File: config.mk
export PLATFORM = sky130hd
export DESIGN_NAME = thresholded_top_k_match_select_unit
export DESIGN_NICKNAME = d
export VERILOG_FILES = /design/src/hdl/tkms_pkg.sv /design/src/hdl/tkms_front.sv /design/src/hdl/tkms_run_queue.sv /design/src/hdl/tkms_back.sv /design/src/hdl/thresholded_top_k_match_select_unit.sv
export VERILOG_INCLUDE_DIRS = /design/src /design/src/hdl
export SDC_FILE = /design/constraint.sdc
export NUM_CORES = 1
export LEC_CHECK = 0
export ABC_AREA = 1
export BUFFER_PORTS_ARGS = -buffer_cell sky130_fd_sc_hd__buf_2
export CAP_MARGIN = 10
export CORE_MARGIN = 2
export CORE_UTILIZATION = 50
export CTS_BUF_LIST = sky130_fd_sc_hd__clkbuf_8 sky130_fd_sc_hd__clkbuf_16
export CTS_CLUSTER_DIAMETER = 150
export DETAILED_ROUTE_END_ITERATION = 10
export HOLD_SLACK_MARGIN = 0.1
export PLACE_DENSITY = 0.66
export SLEW_MARGIN = 20
export SYNTH_ARGS = -nofsm -noshare
export SYNTH_HDL_FRONTEND = slang
export SYNTH_SLANG_ARGS = --single-unit
File: constraint.sdc
create_clock -name clk -period 29.9 [get_ports clk]
set_clock_uncertainty 0.1 [all_clocks]
set_input_delay 1.495 -clock clk [delete_from_list [all_inputs] [get_ports clk]]
set_output_delay 1.495 -clock clk [all_outputs]
set_load 0.005 [all_outputs]
File: src/hdl/assert_macros.svh
`ifndef ASSERT_MACROS_SVH
`define ASSERT_MACROS_SVH

// Property must hold at every clock edge outside reset.
`define ASSERT_CLK(label, clk, rst_n, prop, msg) \
	label: assert property (@(posedge clk) disable iff (!rst_n) prop) else $error(msg);

// Expression must never be true outside reset.
`define ASSERT_NEVER(label, clk, rst_n, expr, msg) \
	`ASSERT_CLK(label, clk, rst_n, !(expr), msg)

`endif

File: src/hdl/tkms_pkg.sv
`default_nettype none
package tkms_pkg;

	localparam int ScoreW       = 17;
	localparam int ImgW         = 16;
	localparam int KeepDepthDef = 6;
	localparam int IndexBitsDef = 16;
	localparam int RunQueueDepth = 2;

	localparam logic [ScoreW-1:0] ScoreOne    = 17'd65536;
	localparam logic [ScoreW-1:0] ThreshReset = 17'd58982;

endpackage
`default_nettype wire

File: src/hdl/tkms_front.sv
`default_nettype none
`include "assert_macros.svh"
module tkms_front #(
	parameter int KEEP_DEPTH = tkms_pkg::KeepDepthDef,
	parameter int IDX_W      = tkms_pkg::IndexBitsDef,
	parameter int CNT_W      = $clog2(KEEP_DEPTH + 1),
	parameter int RUN_W      = IDX_W + CNT_W + KEEP_DEPTH * (tkms_pkg::ScoreW + IDX_W)
) (
	input  wire logic                        clk,
	input  wire logic                        arst_n,
	input  wire logic                        cfg_wr_en,
	input  wire logic [tkms_pkg::ScoreW-1:0] cfg_wr_data,
	input  wire logic                        in_valid,
	output logic                             in_ready,
	input  wire logic [tkms_pkg::ImgW-1:0]   query_index,
	input  wire logic [tkms_pkg::ImgW-1:0]   candidate_index,
	input  wire logic [tkms_pkg::ScoreW-1:0] score,
	input  wire logic                        candidate_valid,
	input  wire logic                        group_last,
	input  wire logic                        run_full,
	output logic                             run_push,
	output logic [RUN_W-1:0]                 run_data
);

	logic [tkms_pkg::ScoreW-1:0] thresh_q;
	logic [CNT_W-1:0]            count_q;
	logic [KEEP_DEPTH-1:0][tkms_pkg::ScoreW-1:0] scores_q;
	logic [KEEP_DEPTH-1:0][IDX_W-1:0]            idx_q;

	logic [KEEP_DEPTH-1:0]                       ge;
	logic                                        hit;
	logic [CNT_W-1:0]                            ins_count;
	logic [KEEP_DEPTH-1:0][tkms_pkg::ScoreW-1:0] ins_scores;
	logic [KEEP_DEPTH-1:0][IDX_W-1:0]            ins_idx;
	logic [IDX_W-1:0]                            cand_idx;
	logic [IDX_W-1:0]                            qry_idx;
	logic                                        accept;

	assign cand_idx = candidate_index[IDX_W-1:0];
	assign qry_idx  = query_index[IDX_W-1:0];
	assign in_ready = !run_full;
	assign accept   = in_valid && in_ready;

	// Parallel compare against every held entry, then shift below the insert point.
	always_comb begin
		for (int i = 0; i < KEEP_DEPTH; i++) begin
			ge[i] = (count_q > CNT_W'(i)) && (scores_q[i] >= score);
		end
		hit = candidate_valid && (score >= thresh_q) && !ge[KEEP_DEPTH-1];
		ins_scores = scores_q;
		ins_idx    = idx_q;
		if (hit && !ge[0]) begin
			ins_scores[0] = score;
			ins_idx[0]    = cand_idx;
		end
		for (int i = 1; i < KEEP_DEPTH; i++) begin
			if (hit && !ge[i]) begin
				if (ge[i-1]) begin
					ins_scores[i] = score;
					ins_idx[i]    = cand_idx;
				end else begin
					ins_scores[i] = scores_q[i-1];
					ins_idx[i]    = idx_q[i-1];
				end
			end
		end
		if (hit && (count_q != CNT_W'(KEEP_DEPTH))) begin
			ins_count = count_q + 1'b1;
		end else begin
			ins_count = count_q;
		end
	end

	assign run_push = accept && group_last && (ins_count != '0);
	assign run_data = {qry_idx, ins_count, ins_scores, ins_idx};

	always_ff @(posedge clk or negedge arst_n) begin
		if (!arst_n) begin
			thresh_q <= tkms_pkg::ThreshReset;
			count_q  <= '0;
		end else begin
			if (cfg_wr_en) begin
				thresh_q <= cfg_wr_data;
			end
			if (accept) begin
				// drop the list once its run is handed to the queue
				count_q <= group_last ? '0 : ins_count;
			end
		end
	end

	always_ff @(posedge clk) begin
		if (accept) begin
			scores_q <= ins_scores;
			idx_q    <= ins_idx;
		end
	end

	`ASSERT_NEVER(a_count_bound, clk, arst_n, count_q > CNT_W'(KEEP_DEPTH),
		"kept count exceeds list depth")

endmodule
`default_nettype wire

File: src/hdl/tkms_run_queue.sv
`default_nettype none
`include "assert_macros.svh"
module tkms_run_queue #(
	parameter int WIDTH = 8,
	parameter int DEPTH = tkms_pkg::RunQueueDepth
) (
	input  wire logic             clk,
	input  wire logic             arst_n,
	input  wire logic             push,
	input  wire logic [WIDTH-1:0] push_data,
	output logic                  full,
	input  wire logic             pop,
	output logic                  empty,
	output logic [WIDTH-1:0]      head_data
);

	localparam int PtrW = (DEPTH > 1) ? $clog2(DEPTH) : 1;
	localparam int CntW = $clog2(DEPTH + 1);

	logic [WIDTH-1:0] mem_q [DEPTH];
	logic [PtrW-1:0]  wr_ptr_q;
	logic [PtrW-1:0]  rd_ptr_q;
	logic [CntW-1:0]  count_q;

	assign full      = (count_q == CntW'(DEPTH));
	assign empty     = (count_q == '0);
	assign head_data = mem_q[rd_ptr_q];

	always_ff @(posedge clk or negedge arst_n) begin
		if (!arst_n) begin
			wr_ptr_q <= '0;
			rd_ptr_q <= '0;
			count_q  <= '0;
		end else begin
			if (push) begin
				wr_ptr_q <= (wr_ptr_q == PtrW'(DEPTH - 1)) ? '0 : wr_ptr_q + 1'b1;
			end
			if (pop) begin
				rd_ptr_q <= (rd_ptr_q == PtrW'(DEPTH - 1)) ? '0 : rd_ptr_q + 1'b1;
			end
			if (push && !pop) begin
				count_q <= count_q + 1'b1;
			end else if (pop && !push) begin
				count_q <= count_q - 1'b1;
			end
		end
	end

	always_ff @(posedge clk) begin
		if (push) begin
			mem_q[wr_ptr_q] <= push_data;
		end
	end

	`ASSERT_NEVER(a_no_overflow, clk, arst_n, push && full && !pop,
		"run pushed into a full queue")
	`ASSERT_NEVER(a_no_underflow, clk, arst_n, pop && empty,
		"run popped from an empty queue")

endmodule
`default_nettype wire

File: src/hdl/tkms_back.sv
`default_nettype none
`include "assert_macros.svh"
module tkms_back #(
	parameter int KEEP_DEPTH = tkms_pkg::KeepDepthDef,
	parameter int IDX_W      = tkms_pkg::IndexBitsDef,
	parameter int CNT_W      = $clog2(KEEP_DEPTH + 1),
	parameter int RUN_W      = IDX_W + CNT_W + KEEP_DEPTH * (tkms_pkg::ScoreW + IDX_W)
) (
	input  wire logic                        clk,
	input  wire logic                        arst_n,
	input  wire logic                        run_empty,
	input  wire logic [RUN_W-1:0]            run_data,
	output logic                             run_pop,
	output logic                             out_valid,
	input  wire logic                        out_ready,
	output logic                             is_header,
	output logic [tkms_pkg::ImgW-1:0]        image_index,
	output logic [tkms_pkg::ScoreW-1:0]      out_score,
	output logic                             run_last
);

	localparam int SelW = (KEEP_DEPTH > 1) ? $clog2(KEEP_DEPTH) : 1;

	logic [IDX_W-1:0]                            h_query;
	logic [CNT_W-1:0]                            h_count;
	logic [KEEP_DEPTH-1:0][tkms_pkg::ScoreW-1:0] h_scores;
	logic [KEEP_DEPTH-1:0][IDX_W-1:0]            h_idx;

	logic [CNT_W-1:0] pos_q;
	logic [CNT_W-1:0] pos_m1;
	logic [SelW-1:0]  sel;
	logic             emit;
	logic             at_end;

	assign {h_query, h_count, h_scores, h_idx} = run_data;

	assign pos_m1  = pos_q - 1'b1;
	assign sel     = pos_m1[SelW-1:0];
	assign emit    = !run_empty && (!out_valid || out_ready);
	assign at_end  = (pos_q == h_count);
	assign run_pop = emit && at_end;

	always_ff @(posedge clk or negedge arst_n) begin
		if (!arst_n) begin
			out_valid <= 1'b0;
			pos_q     <= '0;
		end else begin
			if (emit) begin
				out_valid <= 1'b1;
				pos_q     <= at_end ? '0 : pos_q + 1'b1;
			end else if (out_ready) begin
				out_valid <= 1'b0;
			end
		end
	end

	// Position zero is the header, then the entries best first.
	always_ff @(posedge clk) begin
		if (emit) begin
			if (pos_q == '0) begin
				is_header   <= 1'b1;
				image_index <= tkms_pkg::ImgW'(h_query);
				out_score   <= tkms_pkg::ScoreOne;
				run_last    <= 1'b0;
			end else begin
				is_header   <= 1'b0;
				image_index <= tkms_pkg::ImgW'(h_idx[sel]);
				out_score   <= h_scores[sel];
				run_last    <= at_end;
			end
		end
	end

	`ASSERT_NEVER(a_header_not_last, clk, arst_n, out_valid && is_header && run_last,
		"header flagged as final result of a run")
	`ASSERT_CLK(a_pop_after_entries, clk, arst_n, run_pop |-> (pos_q != '0),
		"run released before its entries were sent")

endmodule
`default_nettype wire

File: src/hdl/thresholded_top_k_match_select_unit.sv
// Keeps the best KEEP_DEPTH candidates per query whose score reaches score_threshold,
// sorted by descending score with ties in arrival order. One input transaction is
// accepted every cycle while in_ready is high; the compare-and-shift insert into the
// kept list finishes in that cycle. On a group end with a non-empty list the run
// (query index plus kept entries) moves into a two-deep run queue and the list starts
// empty for the next group. The output side sends one result per cycle from the queue
// head while out_ready allows: a header (is_header set, score 1.0), then the entries
// best first, run_last on the final one, so a run of n entries gives n + 1 results.
// in_ready drops only while both queue slots hold runs still being sent. Results are
// registered at the output from the queue head. Write score_threshold only while idle.
`default_nettype none
module thresholded_top_k_match_select_unit #(
	parameter int KEEP_DEPTH = tkms_pkg::KeepDepthDef,
	parameter int INDEX_BITS = tkms_pkg::IndexBitsDef
) (
	input  wire logic                        clk,
	input  wire logic                        arst_n,
	input  wire logic                        cfg_wr_en,
	input  wire logic [tkms_pkg::ScoreW-1:0] cfg_wr_data,
	input  wire logic                        in_valid,
	output logic                             in_ready,
	input  wire logic [tkms_pkg::ImgW-1:0]   query_index,
	input  wire logic [tkms_pkg::ImgW-1:0]   candidate_index,
	input  wire logic [tkms_pkg::ScoreW-1:0] score,
	input  wire logic                        candidate_valid,
	input  wire logic                        group_last,
	output logic                             out_valid,
	input  wire logic                        out_ready,
	output logic                             is_header,
	output logic [tkms_pkg::ImgW-1:0]        image_index,
	output logic [tkms_pkg::ScoreW-1:0]      out_score,
	output logic                             run_last
);

	localparam int IdxW = (INDEX_BITS < tkms_pkg::ImgW) ? INDEX_BITS : tkms_pkg::ImgW;
	localparam int CntW = $clog2(KEEP_DEPTH + 1);
	localparam int RunW = IdxW + CntW + KEEP_DEPTH * (tkms_pkg::ScoreW + IdxW);

	logic            run_push;
	logic            run_pop;
	logic            run_full;
	logic            run_empty;
	logic [RunW-1:0] run_in;
	logic [RunW-1:0] run_head;

	tkms_front #(
		.KEEP_DEPTH (KEEP_DEPTH),
		.IDX_W      (IdxW),
		.CNT_W      (CntW),
		.RUN_W      (RunW)
	) u_front (
		.clk             (clk),
		.arst_n          (arst_n),
		.cfg_wr_en       (cfg_wr_en),
		.cfg_wr_data     (cfg_wr_data),
		.in_valid        (in_valid),
		.in_ready        (in_ready),
		.query_index     (query_index),
		.candidate_index (candidate_index),
		.score           (score),
		.candidate_valid (candidate_valid),
		.group_last      (group_last),
		.run_full        (run_full),
		.run_push        (run_push),
		.run_data        (run_in)
	);

	tkms_run_queue #(
		.WIDTH (RunW),
		.DEPTH (tkms_pkg::RunQueueDepth)
	) u_queue (
		.clk       (clk),
		.arst_n    (arst_n),
		.push      (run_push),
		.push_data (run_in),
		.full      (run_full),
		.pop       (run_pop),
		.empty     (run_empty),
		.head_data (run_head)
	);

	tkms_back #(
		.KEEP_DEPTH (KEEP_DEPTH),
		.IDX_W      (IdxW),
		.CNT_W      (CntW),
		.RUN_W      (RunW)
	) u_back (
		.clk         (clk),
		.arst_n      (arst_n),
		.run_empty   (run_empty),
		.run_data    (run_head),
		.run_pop     (run_pop),
		.out_valid   (out_valid),
		.out_ready   (out_ready),
		.is_header   (is_header),
		.image_index (image_index),
		.out_score   (out_score),
		.run_last    (run_last)
	);

endmodule
`default_nettype wire

==> run summary <==
The count of buffers added by post-CTS timing repair for setup is 0. CTS saw 695 sinks. The congestion estimate from routability-driven global placement came to 0.9268. The critical path in this run is classified as in2reg.

The flow ran to the end, and the final reports show no timing, DRC or antenna violations. Data on the critical path is required at its endpoint by 30.05 ns. The horizontal extent of the die is 257.8 um.

Setup repair after global routing left no endpoint under its margin. 0 antenna diodes ended up in the layout. The placed wire-length estimate after detailed placement came out at 53.63 mm. The analysis attributes to cell leakage a power of 0.01351 uW. The area added between synthesis and finish came out at 11.14%. The post-synthesis net count came out at about 3200.

The clock tree synthesis step divided the H-tree into 3 levels. Row generation in the floorplan step produced 93 rows. The number of distinct library cells after synthesis came out at 42. The routed design has 90.08 mm of wire.

After detailed routing, the number of vias per cell comes to 5.999. The number of antenna violations at the first check in global routing came out at 1. The max-slew violation total from the final report came out at 0.

The total of hold buffers inserted after clock tree synthesis came out at 0. The fraction of layout cells with a size suffix above 1 is between 10% and 20%. After detailed routing, the number of remaining DRC violations is 0. For this design the ratio of total power to cell area is between 100 and 150 nW/um^2. Once detail routing completed, the nets flagged for antenna violations numbered 0.

After synthesis the cells add up to 32210 um^2. The net count of the finished layout is 3208. The tightest min-delay check is of the reg2reg type. Setup slack closes at 24.11 ns.

The detailed-router iteration count before antenna repair came out at 6. The maximum VDD drop came out at 70.04 uV. The timing startpoint of the critical path is score[16]. In the post-synthesis netlist, the biggest area contributors are sky130_fd_sc_hd__edfxtp_1 62%, sky130_fd_sc_hd__nand2_1 7.6%, sky130_fd_sc_hd__o21ai_0 6.7%.

The average routed wire per standard cell is between 20 and 25 um. The clock tree from TritonCTS is done. The number of DRC markers in iteration 0 came out at approximately 2500. In this run the tool buffered the top-level ports with between 100 and 150 buffer cells. The number of flops mapped to enable cells by yosys came out at 667. The cell with the most instances after synthesis is sky130_fd_sc_hd__edfxtp_1. The area of the core is 64120 um^2. The delay of the slowest cell on the worst path is 0.88 ns. STA classifies the critical path startpoint as a primary input. The first global-routing pass estimated 136.9 mm of wire. Buffers inserted during clock tree synthesis total 72. The startpoint identified for the worst hold timing path is u_queue.count_q[0]$_DFFE_PN0P_. The count of final hold-check violations is 0. Data arrives at the worst endpoint at 5.94 ns.

The portion of the clock cycle consumed by the worst path in the final layout is approximately a fifth. STA classifies the critical path endpoint as a flip-flop. Detailed routing inserted a total of approximately 24000 vias. The commonest cells after synthesis are 667 x sky130_fd_sc_hd__edfxtp_1, 649 x sky130_fd_sc_hd__nand2_1, 431 x sky130_fd_sc_hd__o21ai_0, 306 x sky130_fd_sc_hd__nor2_1, 155 x sky130_fd_sc_hd__a21oi_1. The count of maximum capacitance violations is 0.

Traced cell by cell, the critical path runs through buf_2 -> inv_1 -> ha_1 -> a21o_1 -> nor2_1 -> nand2_1 -> nor2_1 -> nand2_1 -> nand2_1 -> nand4_1 -> nand2_1 -> nand2_1 -> nand3_1 -> nand3_1 -> inv_8 -> buf_4 -> buf_4. The worst register-to-register path begins at u_front.thresh_q[6]$_DFFE_PN1P_. The global-route total usage across every layer is 27.02%.

The cell sitting at the root of the clock tree is a sky130_fd_sc_hd__clkbuf_16. The total of warnings raised by yosys is 0. Across all register-to-register paths, the minimum setup slack is 24.89 ns. Measured against its own limit, the worst slew margin works out to 30.08%. The count of instances resized after the clock tree is built came out at 0. The number of instances in the synthesized netlist is 2958.

The fraction of the yosys area taken by sequential cells is between 60 and 70%. The most used flip-flop cell after synthesis is sky130_fd_sc_hd__edfxtp_1. The total of flip-flops plus latches after synthesis is 695. The final setup violation count is 0. The average size of a mapped cell is 10.89 um^2. The die footprint is 66460 um^2.

The starting density of the core came out at 50.24%. The register clock-pin slew on the reported worst setup and hold paths is 0.06 ns. The transition time at the pin with the least slew margin is 1.049 ns. At the later pin of the worst-skew pair, clock insertion delay measures 0.63 ns. In this run the worst path has a maximum fanout of 96.

The maximum achievable frequency is 0.1726 GHz. The number of ports placed on the die boundary is 110. The area share of the largest cell type after synthesis is about 62%.

The shortest clock period the worst path allows after layout came out at a little under 6 ns. The die height came out at ~260 um. Among all stages on the critical path, the largest delay is contributed by sky130_fd_sc_hd__buf_4. In this design, the critical path's most frequently occurring cell is sky130_fd_sc_hd__nand2_1. The pin count of the biggest net entering global routing came out at 160. The total congestion overflow came out at 0.

The via count of the first global-routing pass is 22968. The placement-stage worst setup slack is 23.46 ns. The final sum of negative setup slack is 0 ns. Of all cell types, the one taking the most synthesized area is sky130_fd_sc_hd__edfxtp_1.

After synthesis, the share of flip-flops with an asynchronous set or reset is just over 4%. The maximum buffer depth of the clock tree is 3.
[metrics by stage]
step / instance area [um^2] / hold slack [ns] / std cells / power, uW / util (%)
floorplan: 32210 / 0.3419 / 2958 / 2422 / -
global placement: 33380 / 0.3601 / 3788 / 2919 / 52.06
detailed placement: 33380 / 0.3589 / 3788 / 2955 / 52.06
CTS: 35800 / 0.3738 / 3921 / 3877 / 55.83
global route: 35800 / 0.3966 / 3921 / 4074 / 55.83
finish: 35800 / 0.3731 / 3921 / 3878 / 55.83
[path summary, 6_finish.rpt]
| check | endpoint | depth (start not counted) |
|---|---|---|
| hold / removal | u_queue.count_q[0]$_DFFE_PN0P_ | 1 |
| setup reg to reg | u_queue.mem_q[0][99]$_DFFE_PP_ | 17 |
| hold reg to reg | u_queue.count_q[0]$_DFFE_PN0P_ | 1 |
| max in group asynchronous | u_queue.rd_ptr_q$_DFFE_PN0P_ | 1 |
| min in group asynchronous | u_front.thresh_q[0]$_DFFE_PN0P_ | 1 |
| setup / recovery | u_queue.mem_q[0][99]$_DFFE_PP_ | 17 |
[routing by layer]
layer / part of all wire [%] / vias to the layer above / GRT usage, %
met5: 0 / - / 0
met4: 4.3 / 0 / 11.54
met3: 7.9 / 205 / 4.211
met2: 48 / 1140 / 44.56
met1: 40 / 11462 / 35.77
li1: - / 10715 / -
[layout by cell type, fill, tap and decap left out, drive strengths merged, types with 2 or more instances in the layout]
| master | instances |
|---|---|
| a21o | 8 |
| a21oi | 156 |
| a32o | 14 |
| buf | 143 |
| bufinv | 9 |
| clkbuf | 74 |
| clkinv | 37 |
| clkinvlp | 4 |
| dfrtp | 19 |
| dfstp | 9 |
| edfxtp | 667 |
| ha | 128 |
| inv | 131 |
| nand2 | 655 |
| nand3 | 34 |
| nand4 | 32 |
| nor2 | 309 |
| nor3 | 5 |
| nor3b | 2 |
| nor4 | 5 |
| o211ai | 6 |
| o21ai | 505 |
| o221ai | 57 |
| o22ai | 43 |
| xnor2 | 2 |
| xor2 | 5 |
[cells by family after synthesis]
family	count (synthesis)	synth area share (%)
xor gates and xnor gates	7	0.1904
AOI/OAI and AO/OA	792	13.68
and+or+nand+nor	1045	12.83
buffers and inverters	290	3.900
DFF	695	64.40
muxes	1	0.03496
adders and majority gates	128	4.972
[registers in the layout, summed over array words and instances, names as in the netlist]
signal / count
u_queue.mem_q: 434
u_front.scores_q: 102
u_front.idx_q: 96
u_back.out_score: 17
u_front.thresh_q: 17
u_back.image_index: 16
u_back.pos_q: 3
u_front.count_q: 3
u_queue.count_q: 2
u_back.is_header: 1
u_back.out_valid: 1
u_back.run_last: 1
u_queue.rd_ptr_q: 1
u_queue.wr_ptr_q: 1
[critical path, delay by kind of cell]
family | cells | cell delay (ns)
compound gates | 1 | 0.19
fa+ha+maj | 1 | 0.32
buf+inv | 5 | 2.70
simple gates | 10 | 1.13
[cell type report]
cell class / instances / area (um^2)
inverters: 122 / 480.5
well taps: 855 / 1070
fillers: 5330 / 28320
multi-input cells: 1973 / 10260
clock buffers: 74 / 1852
clock inverters: 59 / 568.0
repair buffers: 143 / 813.3
flip-flops and latches: 695 / 20750
[power breakdown]
part           internal (uW)  switching (uW)  total, uW  leakage [uW]
registers               1440             125       1560       0.00653
clock network            532             387        919       0.00121
logic                    370            1020       1390       0.00576
(Power assumes the default switching activity.)
